--- config.mk ---
export PLATFORM = sky130hd
export DESIGN_NAME = sha256_stream_hasher
export DESIGN_NICKNAME = d
export VERILOG_FILES = /design/src/sha256_pkg.sv /design/src/sha256_sched.sv /design/src/sha256_round.sv /design/src/sha256_stream_hasher.sv
export VERILOG_INCLUDE_DIRS = /design/src /design/src/src
export SDC_FILE = /design/constraint.sdc
export NUM_CORES = 2
export LEC_CHECK = 0
export BUFFER_PORTS_ARGS = -buffer_cell sky130_fd_sc_hd__buf_2
export CAP_MARGIN = 25
export CORE_ASPECT_RATIO = 1.4
export CORE_MARGIN = 4
export CORE_UTILIZATION = 57
export DETAILED_ROUTE_END_ITERATION = 8
export PLACE_DENSITY = 0.74
export SLEW_MARGIN = 20
export SYNTH_ARGS = -nofsm -noshare
export SYNTH_HDL_FRONTEND = slang
export SYNTH_SLANG_ARGS = --single-unit
--- constraint.sdc ---
create_clock -name clk -period 21.6 [get_ports clk]
set_clock_uncertainty 0.1 [all_clocks]
set_input_delay 4.32 -clock clk [delete_from_list [all_inputs] [get_ports clk]]
set_output_delay 4.32 -clock clk [all_outputs]
set_load 0.1 [all_outputs]
--- src/sha256_stream_hasher_defines.svh ---
// assertion macros shared by the sha-256 hasher rtl
`ifndef SHA256_STREAM_HASHER_DEFINES_SVH
`define SHA256_STREAM_HASHER_DEFINES_SVH

// same-cycle implication, checked on every rising edge outside reset
`define SHA_ASSERT_NOW(label, pre, post, msg) \
  label: assert property (@(posedge clk) disable iff (rst) (pre) |-> (post)) else $error(msg);

// next-cycle implication, checked on every rising edge outside reset
`define SHA_ASSERT_NEXT(label, pre, post, msg) \
  label: assert property (@(posedge clk) disable iff (rst) (pre) |=> (post)) else $error(msg);

`endif

--- src/sha256_pkg.sv ---
// types, constants and round functions of the sha-256 hasher
`timescale 1ns / 1ps
`default_nettype none
package sha256_pkg;

  typedef logic [31:0] word_t;
  typedef logic [7:0][31:0] hash_set_t;

  localparam hash_set_t INIT_HASH = {
    32'h5be0cd19, 32'h1f83d9ab, 32'h9b05688c, 32'h510e527f,
    32'ha54ff53a, 32'h3c6ef372, 32'hbb67ae85, 32'h6a09e667
  };

  localparam logic FUNC_ABSORB = 1'b0;
  localparam logic FUNC_FINISH = 1'b1;

  localparam logic [7:0] PAD_MARK   = 8'h80;
  localparam logic [7:0] PAD_ZERO   = 8'h00;
  localparam logic [5:0] PAD_END    = 6'd56;
  localparam logic [5:0] LAST_FILL  = 6'd63;
  localparam logic [5:0] LAST_ROUND = 6'd63;
  localparam logic [2:0] LAST_INDEX = 3'd7;

  typedef enum logic [2:0] {
    S_IDLE,
    S_PAD,
    S_LEN,
    S_ROUND,
    S_UPDATE,
    S_OUT
  } fsm_state_t;

  // controls for the block / schedule window
  typedef struct packed {
    logic       load;
    logic [7:0] byte_in;
    logic       step;
    logic       expand;
  } sched_ctl_t;

  // controls for the round unit
  typedef struct packed {
    logic       init;
    logic       step;
    logic [5:0] round;
  } round_ctl_t;

  function automatic word_t big_sigma0(input word_t x);
    big_sigma0 = {x[1:0], x[31:2]} ^ {x[12:0], x[31:13]} ^ {x[21:0], x[31:22]};
  endfunction

  function automatic word_t big_sigma1(input word_t x);
    big_sigma1 = {x[5:0], x[31:6]} ^ {x[10:0], x[31:11]} ^ {x[24:0], x[31:25]};
  endfunction

  function automatic word_t small_sigma0(input word_t x);
    small_sigma0 = {x[6:0], x[31:7]} ^ {x[17:0], x[31:18]} ^ {3'b000, x[31:3]};
  endfunction

  function automatic word_t small_sigma1(input word_t x);
    small_sigma1 = {x[16:0], x[31:17]} ^ {x[18:0], x[31:19]} ^ {10'b0, x[31:10]};
  endfunction

  function automatic word_t round_k(input logic [5:0] t);
    word_t k;
    unique case (t)
      6'd0:  k = 32'h428a2f98;  6'd1:  k = 32'h71374491;
      6'd2:  k = 32'hb5c0fbcf;  6'd3:  k = 32'he9b5dba5;
      6'd4:  k = 32'h3956c25b;  6'd5:  k = 32'h59f111f1;
      6'd6:  k = 32'h923f82a4;  6'd7:  k = 32'hab1c5ed5;
      6'd8:  k = 32'hd807aa98;  6'd9:  k = 32'h12835b01;
      6'd10: k = 32'h243185be;  6'd11: k = 32'h550c7dc3;
      6'd12: k = 32'h72be5d74;  6'd13: k = 32'h80deb1fe;
      6'd14: k = 32'h9bdc06a7;  6'd15: k = 32'hc19bf174;
      6'd16: k = 32'he49b69c1;  6'd17: k = 32'hefbe4786;
      6'd18: k = 32'h0fc19dc6;  6'd19: k = 32'h240ca1cc;
      6'd20: k = 32'h2de92c6f;  6'd21: k = 32'h4a7484aa;
      6'd22: k = 32'h5cb0a9dc;  6'd23: k = 32'h76f988da;
      6'd24: k = 32'h983e5152;  6'd25: k = 32'ha831c66d;
      6'd26: k = 32'hb00327c8;  6'd27: k = 32'hbf597fc7;
      6'd28: k = 32'hc6e00bf3;  6'd29: k = 32'hd5a79147;
      6'd30: k = 32'h06ca6351;  6'd31: k = 32'h14292967;
      6'd32: k = 32'h27b70a85;  6'd33: k = 32'h2e1b2138;
      6'd34: k = 32'h4d2c6dfc;  6'd35: k = 32'h53380d13;
      6'd36: k = 32'h650a7354;  6'd37: k = 32'h766a0abb;
      6'd38: k = 32'h81c2c92e;  6'd39: k = 32'h92722c85;
      6'd40: k = 32'ha2bfe8a1;  6'd41: k = 32'ha81a664b;
      6'd42: k = 32'hc24b8b70;  6'd43: k = 32'hc76c51a3;
      6'd44: k = 32'hd192e819;  6'd45: k = 32'hd6990624;
      6'd46: k = 32'hf40e3585;  6'd47: k = 32'h106aa070;
      6'd48: k = 32'h19a4c116;  6'd49: k = 32'h1e376c08;
      6'd50: k = 32'h2748774c;  6'd51: k = 32'h34b0bcb5;
      6'd52: k = 32'h391c0cb3;  6'd53: k = 32'h4ed8aa4a;
      6'd54: k = 32'h5b9cca4f;  6'd55: k = 32'h682e6ff3;
      6'd56: k = 32'h748f82ee;  6'd57: k = 32'h78a5636f;
      6'd58: k = 32'h84c87814;  6'd59: k = 32'h8cc70208;
      6'd60: k = 32'h90befffa;  6'd61: k = 32'ha4506ceb;
      6'd62: k = 32'hbef9a3f7;  6'd63: k = 32'hc67178f2;
    endcase
    round_k = k;
  endfunction

endpackage
`default_nettype wire

--- src/sha256_sched.sv ---
// block buffer and rolling message schedule window
`timescale 1ns / 1ps
`default_nettype none
module sha256_sched (
  input  wire                     clk,
  input  sha256_pkg::sched_ctl_t  ctl,
  output sha256_pkg::word_t       w
);
  import sha256_pkg::*;

  word_t win [16];
  word_t new_word;

  // from round 16 on, win[0]..win[15] hold w[t-16]..w[t-1]; in earlier rounds win[0] is w[t]
  always_comb begin
    if (ctl.expand) begin
      new_word = win[0] + small_sigma0(win[1]) + win[9] + small_sigma1(win[14]);
    end else begin
      new_word = win[0];
    end
  end

  assign w = new_word;

  always_ff @(posedge clk) begin
    if (ctl.load) begin
      // whole window acts as one 512-bit byte shift register
      for (int i = 0; i < 15; i++) begin
        win[i] <= {win[i][23:0], win[i+1][31:24]};
      end
      win[15] <= {win[15][23:0], ctl.byte_in};
    end else if (ctl.step) begin
      for (int i = 0; i < 15; i++) begin
        win[i] <= win[i+1];
      end
      win[15] <= new_word;
    end
  end

endmodule
`default_nettype wire

--- src/sha256_round.sv ---
// shared compression round unit with working registers a..h
`timescale 1ns / 1ps
`default_nettype none
module sha256_round (
  input  wire                     clk,
  input  sha256_pkg::round_ctl_t  ctl,
  input  sha256_pkg::hash_set_t   hash,
  input  sha256_pkg::word_t       w,
  output sha256_pkg::hash_set_t   work
);
  import sha256_pkg::*;

  hash_set_t regs;
  word_t     ch;
  word_t     maj;
  word_t     t1;
  word_t     t2;

  always_comb begin
    ch  = (regs[4] & regs[5]) ^ (~regs[4] & regs[6]);
    maj = (regs[0] & regs[1]) ^ (regs[0] & regs[2]) ^ (regs[1] & regs[2]);
    t1  = regs[7] + big_sigma1(regs[4]) + ch + round_k(ctl.round) + w;
    t2  = big_sigma0(regs[0]) + maj;
  end

  always_ff @(posedge clk) begin
    if (ctl.init) begin
      regs <= hash;
    end else if (ctl.step) begin
      regs[7] <= regs[6];
      regs[6] <= regs[5];
      regs[5] <= regs[4];
      regs[4] <= regs[3] + t1;
      regs[3] <= regs[2];
      regs[2] <= regs[1];
      regs[1] <= regs[0];
      regs[0] <= t1 + t2;
    end
  end

  assign work = regs;

endmodule
`default_nettype wire

--- src/sha256_stream_hasher.sv ---
// top level of the byte-serial sha-256 hasher: sequencer, hash state, digest output
//
//   channel | signals                                   | moves
//   --------+-------------------------------------------+----------------------------
//   in      | in_valid, in_ready, func, data_byte       | one absorb or finish request
//   out     | out_valid, out_ready, digest_word,        | one 32-bit digest word
//           | word_index, last_word                     |
//
// absorb: the 64th byte of a block also starts compression (64 rounds on the one round unit + 1 update)
// finish: marker, then one zero byte per cycle up to byte 55 and a turn to the length,
//   8 length bytes, then compression; a marker past byte 55 first zero-fills and
//   compresses its own block; the digest then leaves as 8 words, one per accepted cycle
// rst is synchronous and restores the initial hash, zero length and empty buffer
// in_ready is high only in idle; a stalled out_ready simply holds the current word
`timescale 1ns / 1ps
`default_nettype none
`include "sha256_stream_hasher_defines.svh"
module sha256_stream_hasher (
  input  wire         clk,
  input  wire         rst,
  input  wire         in_valid,
  output logic        in_ready,
  input  wire         func,
  input  wire  [7:0]  data_byte,
  output logic        out_valid,
  input  wire         out_ready,
  output logic [31:0] digest_word,
  output logic [2:0]  word_index,
  output logic        last_word
);
  import sha256_pkg::*;

  fsm_state_t state;
  fsm_state_t state_next;

  hash_set_t   hash;
  hash_set_t   work;
  logic [63:0] length;
  logic [5:0]  fill;          // bytes currently in the block buffer
  logic [5:0]  round_cnt;
  logic [2:0]  out_idx;
  logic        finishing;     // a finish request is being padded
  logic        len_sent;      // the length bytes are in the final block
  logic        start;         // load working registers, begin compression
  logic        in_fire;
  logic        out_fire;
  logic [7:0]  len_byte;
  word_t       w;
  sched_ctl_t  sch;
  round_ctl_t  rnd;

  sha256_sched u_sched (
    .clk (clk),
    .ctl (sch),
    .w   (w)
  );

  sha256_round u_round (
    .clk  (clk),
    .ctl  (rnd),
    .hash (hash),
    .w    (w),
    .work (work)
  );

  // big-endian length byte for buffer position 56 + fill[2:0]
  assign len_byte = length[{~fill[2:0], 3'b000} +: 8];

  assign in_fire  = in_valid && in_ready;
  assign out_fire = out_valid && out_ready;

  always_comb begin
    state_next  = state;
    in_ready    = 1'b0;
    out_valid   = 1'b0;
    start       = 1'b0;
    sch         = '0;
    unique case (state)
      S_IDLE: begin
        in_ready = 1'b1;
        if (in_valid) begin
          // a finish request drops the 0x80 marker straight into the buffer
          sch.load    = 1'b1;
          sch.byte_in = (func == FUNC_ABSORB) ? data_byte : PAD_MARK;
          if (fill == LAST_FILL) begin
            start      = 1'b1;
            state_next = S_ROUND;
          end else if (func == FUNC_FINISH) begin
            state_next = S_PAD;
          end
        end
      end
      S_PAD: begin
        if (fill == PAD_END) begin
          state_next = S_LEN;
        end else begin
          sch.load    = 1'b1;
          sch.byte_in = PAD_ZERO;
          if (fill == LAST_FILL) begin
            // marker landed past byte 55: this block closes without the length
            start      = 1'b1;
            state_next = S_ROUND;
          end
        end
      end
      S_LEN: begin
        sch.load    = 1'b1;
        sch.byte_in = len_byte;
        if (fill == LAST_FILL) begin
          start      = 1'b1;
          state_next = S_ROUND;
        end
      end
      S_ROUND: begin
        sch.step   = 1'b1;
        sch.expand = (round_cnt[5:4] != 2'b00);
        if (round_cnt == LAST_ROUND) begin
          state_next = S_UPDATE;
        end
      end
      S_UPDATE: begin
        if (!finishing) begin
          state_next = S_IDLE;
        end else if (len_sent) begin
          state_next = S_OUT;
        end else begin
          state_next = S_PAD;
        end
      end
      S_OUT: begin
        out_valid = 1'b1;
        if (out_ready && out_idx == LAST_INDEX) begin
          state_next = S_IDLE;
        end
      end
      default: begin
        state_next = S_IDLE;
      end
    endcase
    rnd.init  = start;
    rnd.step  = (state == S_ROUND);
    rnd.round = round_cnt;
  end

  always_ff @(posedge clk) begin
    if (rst) begin
      state     <= S_IDLE;
      hash      <= INIT_HASH;
      length    <= '0;
      fill      <= '0;
      round_cnt <= '0;
      out_idx   <= '0;
      finishing <= 1'b0;
      len_sent  <= 1'b0;
    end else begin
      state <= state_next;
      if (sch.load) begin
        fill <= fill + 6'd1;
      end
      if (in_fire && func == FUNC_ABSORB) begin
        length <= length + 64'd8;
      end
      if (in_fire && func == FUNC_FINISH) begin
        finishing <= 1'b1;
      end
      if (state == S_LEN && fill == LAST_FILL) begin
        len_sent <= 1'b1;
      end
      if (start) begin
        round_cnt <= '0;
      end else if (state == S_ROUND) begin
        round_cnt <= round_cnt + 6'd1;
      end
      if (state == S_UPDATE) begin
        for (int i = 0; i < 8; i++) begin
          hash[i] <= hash[i] + work[i];
        end
      end
      if (out_fire) begin
        out_idx <= out_idx + 3'd1;
        if (out_idx == LAST_INDEX) begin
          // digest delivered: start the next message
          hash      <= INIT_HASH;
          length    <= '0;
          fill      <= '0;
          finishing <= 1'b0;
          len_sent  <= 1'b0;
        end
      end
    end
  end

  assign digest_word = hash[out_idx];
  assign word_index  = out_idx;
  assign last_word   = (out_idx == LAST_INDEX);

  `SHA_ASSERT_NOW(a_no_overlap, out_valid, !in_ready, "input taken while digest pending")
  `SHA_ASSERT_NOW(a_block_full, (state != S_ROUND) && (state_next == S_ROUND),
                  (sch.load && fill == LAST_FILL), "compression started on a partial block")
  `SHA_ASSERT_NEXT(a_round_end, (state == S_ROUND) && (round_cnt == LAST_ROUND),
                   (state == S_UPDATE), "round count overran")
  `SHA_ASSERT_NEXT(a_reinit, out_fire && last_word,
                   (hash == INIT_HASH) && (length == 64'd0) && (fill == 6'd0),
                   "state not reinitialized after digest")
  `SHA_ASSERT_NOW(a_out_ready_len, state == S_OUT, (len_sent && finishing && fill == 6'd0),
                  "digest shown before length block")

endmodule
`default_nettype wire

**Word level (Yosys, flattened, before mapping)**

Memories as Yosys holds them, arrays and structs flattened. A register that Yosys moved wholly into a read port is not among the register bits.
Index checks and enable logic that the tools add are counted.

- Memories: 2
- Bits in registers: 596
- Bits of input ports: 13
- Logic and storage cells: 172
- Bits in read-only memories: 2048
- Memory bits (writable): 512

Memory list:

| memory | words | width | read ports | clocked after memory_dff | wr ports | line | source |
|---|---|---|---|---|---|---|---|
| (name not given) | 64 | 32 | 1 | 1 | 0 | sha256_pkg.sv:66 | `unique case (t)` |
| u_sched.win | 16 | 32 | 16 | 0 | 16 | sha256_sched.sv:11 | `word_t win [16];` |

- Reduce and logical (&&, ||, !) cells: 11
- Bitwise gates (word level): 35
- Multiplexer cells: 64
- Equal/unequal tests: 13
- $add $sub $neg: 22
- $lt $le $gt $ge: 1
- Shift-type cells: 1

Operator list:

| kind | count |
|---|---|
| 256-bit two-way mux | 5 |
| 32-bit adder | 18 |
| 32-bit two-way mux | 18 |
| 32-bit bitwise XOR | 9 |
| 64-bit two-way mux | 3 |
| 32-bit AND | 5 |
| 32-bit binary-select mux with 3-bit select | 1 |
| 64-bit by 4-bit adder with 64-bit output (second input constant) | 1 |
| 64-bit by 7-bit variable part select with 8-bit output | 1 |
| 32-bit NOT | 1 |
| 32-bit by 22-bit bitwise XOR with 32-bit output | 1 |
| 32-bit by 29-bit bitwise XOR with 32-bit output | 1 |
| 6-bit two-way mux | 5 |
| 3-bit two-way mux | 9 |
| 9-bit case mux with 3 select lines | 1 |
| 6-bit equality test (second input constant) | 3 |
| 9-bit two-way mux | 2 |
| 3-bit case mux with 6 select lines | 1 |
| 1-bit two-way mux | 16 |
| 1-bit bitwise OR | 16 |
| 6-bit by 1-bit adder with 6-bit output (second input constant) | 2 |
| 3-bit equality test (second input constant) | 3 |
| 8-bit two-way mux | 1 |
| 3-bit by 2-bit equality test with 1-bit output (second input constant) | 2 |
| other kinds (15) | 22 |

**Logic depth before layout (Yosys ltp)**

- Word-level depth: 10
- Mapped depth: 45

**Hierarchy**

A second synthesis with hierarchy kept.

- Cell total of the unflattened synthesis: 7279
- Area, all modules: 75974.1 µm²

By module, submodules not included:

| module | sequential area each (µm²) | cells each | instances | area each (µm²) |
|---|---|---|---|---|
| sha256_sched | 15374.7 | 1767 | 1 | 26405.3 |
| sha256_stream_hasher | 6746.5 | 3209 | 1 | 26340.3 |
| sha256_round | 7687.4 | 2303 | 1 | 23228.5 |

**Worst setup path after synthesis**

OpenSTA, ideal clock, no wires.

- Path type: input to register
- Start point: input port in_valid
- End point: memory u_sched.win[0][0] in the netlist's numbering (enable)
- Data required time: 17.868 ns
- Setup time: 3.632 ns
- Stages on the path: 6
- Path buffers: 3
- Data arrival time: 13.796 ns
- Path slack: 4.072 ns
- Path through: o21bai_1 a21o_1 clkbuf_1 clkbuf_1 clkbuf_1 nand2_1

RTL lines:

| item | line | source |
|---|---|---|
| start, declared | sha256_stream_hasher.sv:21 | `input wire in_valid,` |
| end, declared | sha256_sched.sv:11 |  |

==> flow_metrics.tcl <==
set metrics [dict create \
    end_kind "register" \
    clock_latency_ns 0.77 \
    io-pin-count 51 \
    synth_edf_count 768 \
    area_growth_pct 7.341 \
    cp.required_ns 21.98 \
    post_drt_wl_per_cell_um 23.41 \
    drive_above_1_share_pct 5.900 \
    fp.dieArea_um2 138200 \
    worstPathMaxFanout 6 \
    grt_pass1_vias 60511 \
    hold_viol 0 \
    final_cell_area_um2 80900 \
    yosysUniqueCellTypes 98 \
    clock-sinks 1137 \
    path_common_cell "a21oi_1" \
    max_cap_viol_count 0 \
    max_slew_margin_pct 24.06 \
    die_h_um 438.2 \
    portBuffers 50 \
    synth_area_um2 75360 \
    rsz0062_at_grt "no" \
    slew_viol_final 0 \
    start_util_pct 57.52 \
    clk_pin_slew_ns 0.07 \
    cp_slowest_cell "or4b_2" \
    max-clock-path-buffers 3 \
    slowest_delay_ns 0.60 \
    cts_resized 0 \
    routed_wl_um 237400 \
    critical_path_class "reg -> reg" \
    fin_cells 10140 \
    synth_top_cell_by_area "edfxtp_1" \
    vias 61151 \
    fin_crit_ns 11.46 \
    tns_ns 0 \
    yosys_warnings 0 \
    htreeDepth 3 \
    antenna_found_initial 5 \
    gr-usage-all-layers_pct 33.77 \
    overflow 0 \
    placed_area_um2 76800 \
    yosys-top-cells-count "nand2_1, edfxtp_1, a21oi_1, clkbuf_1, nor2_1" \
    syn_inst 8514 \
    die_x_um 315.3 \
    syn_nets 9116 \
    routabilityCongestion 1.006 \
    min_period_over_period_pct 53.08 \
    root_buffer "clkbuf_16" \
    timing.fmax_mhz 87.22 \
    drtAntennaViolNets 0 \
    ys_seq_area_share_pct 40.40 \
    synthArstFlopShare_pct 0 \
    cts_tree "built" \
    dpl.cell_count 9911 \
    dp_hpwl_um 174500 \
    grt_start_max_net_pins 187 \
    ys_top_cells_by_area "edfxtp_1, nand2_1, dfxtp_1" \
    hold_class "reg -> reg" \
    via_per_inst 6.031 \
    numCtsBuffers 117 \
    finalSetupViolations 0 \
    rows 157 \
    tightest_slew_ns 1.139 \
    fin_nets 8888 \
    hold_buffers 0 \
    post_cts_buffers 0 \
    yosysMostFrequentCell "nand2_1" \
    coreArea_um2 131000 \
    ys_ff_latch 1137 \
    start_kind "register" \
    synthFlopType "edfxtp_1" \
    drc_errors 0 \
    critPathArrivalTime_ns 11.84 \
    grt_pass1_wl_um 356500 \
    drt-initial-drc-count 5780 \
    status "finished clean" \
    first_pass_iters 6 \
    synth_top_area_share_pct 30.60 \
    synth_area_per_cell_um2 8.852 \
]
worst max-delay path: cells and delay by family, from the launching register on:
kind	cells	cell delay (ns)
fa+ha+maj	7	2.83
compound gates	18	4.35
flops	1	0.51
xor+xnor	6	1.39
buf+inv	5	0.38
simple gates	7	1.60
routing by layer:
layer  part of all wire, %  up-vias  GRT usage (%)
met5                0.0059        -              0
met3                   5.7      729          4.090
met1                    36    29410          37.49
li1                      -    28670              -
met4                   9.1        2          25.33
met2                    50     2340          59.16
layout by cell type, fill, tap and decap left out, drive strengths merged, types with 12 or more instances in the layout:
cell / netlist / final
o311ai: 20 / 20
mux4: 77 / 77
clkbuf: 438 / 157
or3: 45 / 45
fa: 195 / 195
a221o: 16 / 16
mux2: 45 / 45
clkinv: 1 / 41
ha: 394 / 394
nor2b: 40 / 40
nor2: 431 / 431
dfxtp: 369 / 369
nand2: 2564 / 2564
mux2i: 49 / 49
bufinv: 0 / 15
a21o: 208 / 208
buf: 44 / 134
nand4: 32 / 32
inv: 391 / 395
o211ai: 122 / 122
o31ai: 33 / 33
edfxtp: 768 / 768
xnor2: 383 / 383
o21ai: 374 / 374
o21bai: 53 / 53
o22ai: 19 / 19
nand3b: 12 / 12
and2: 17 / 17
o221ai: 13 / 13
nor3: 72 / 72
o21a: 48 / 48
xor2: 240 / 240
a31oi: 49 / 49
nand3: 99 / 99
a211oi: 53 / 53
and3: 57 / 57
a21oi: 513 / 513
nand2b: 54 / 54
sequential cells by signal, indices dropped and copies added (netlist names), named ones only:
register,flops
fill,6
finishing,1
hash,256
len_sent,1
length,61
round_cnt,6
state,3
u_round.work,256
u_sched.win,512
word_index,3
path summary, 6_finish.rpt:
kind                      start          endpoint  slack (ns)  cells past startpoint
max          u_sched.win[3][84]  u_round.work[31]       10.14                     43
min reg2reg            len_sent          len_sent        0.38                      2
max reg2reg  u_sched.win[3][84]  u_round.work[31]       10.14                     43
min                    len_sent          len_sent        0.38                      2
cell families (layout without fill, tap and decap cells):
logic type               Yosys count  in the layout  share of synthesized area [%]
flip-flops                      1137           1137                          40.40
XOR/XNOR                         623            623                          7.240
buffers and inverters            874            750                          4.386
multiplexers                     171            171                          3.624
adder cells (fa/ha/maj)          593            593                          11.77
AO/OA/AOI/OAI                   1641           1641                          13.67
other                              0              1                              0
AND/OR/NAND/NOR                 3475           3475                          18.90
metrics by stage:
step	util, %	hold WS (ns)	worst slack (ns)
5_1_grt	61.74	0.4011	9.606
4_1_cts	61.66	0.3812	10.25
3_5_place_dp	58.62	0.3663	10.30
3_3_place_gp	58.58	0.3566	10.32
2_1_floorplan	-	0.3371	4.072
6_report	61.74	0.3793	10.14
final cells by class:
class / instances / area [um^2]
antenna: 1 / 2.502
clock buffer: 156 / 3156
clock inverter: 67 / 824.5
timing repair buffer: 135 / 1077
fill: 11158 / 50130
sequential: 1137 / 30460
inverter: 392 / 1471
tap: 1749 / 2188
multi-input combinational: 6503 / 41720
Power is not shown: default switching activity piles up to over one toggle a cycle in this logic, so the estimate is an artifact.
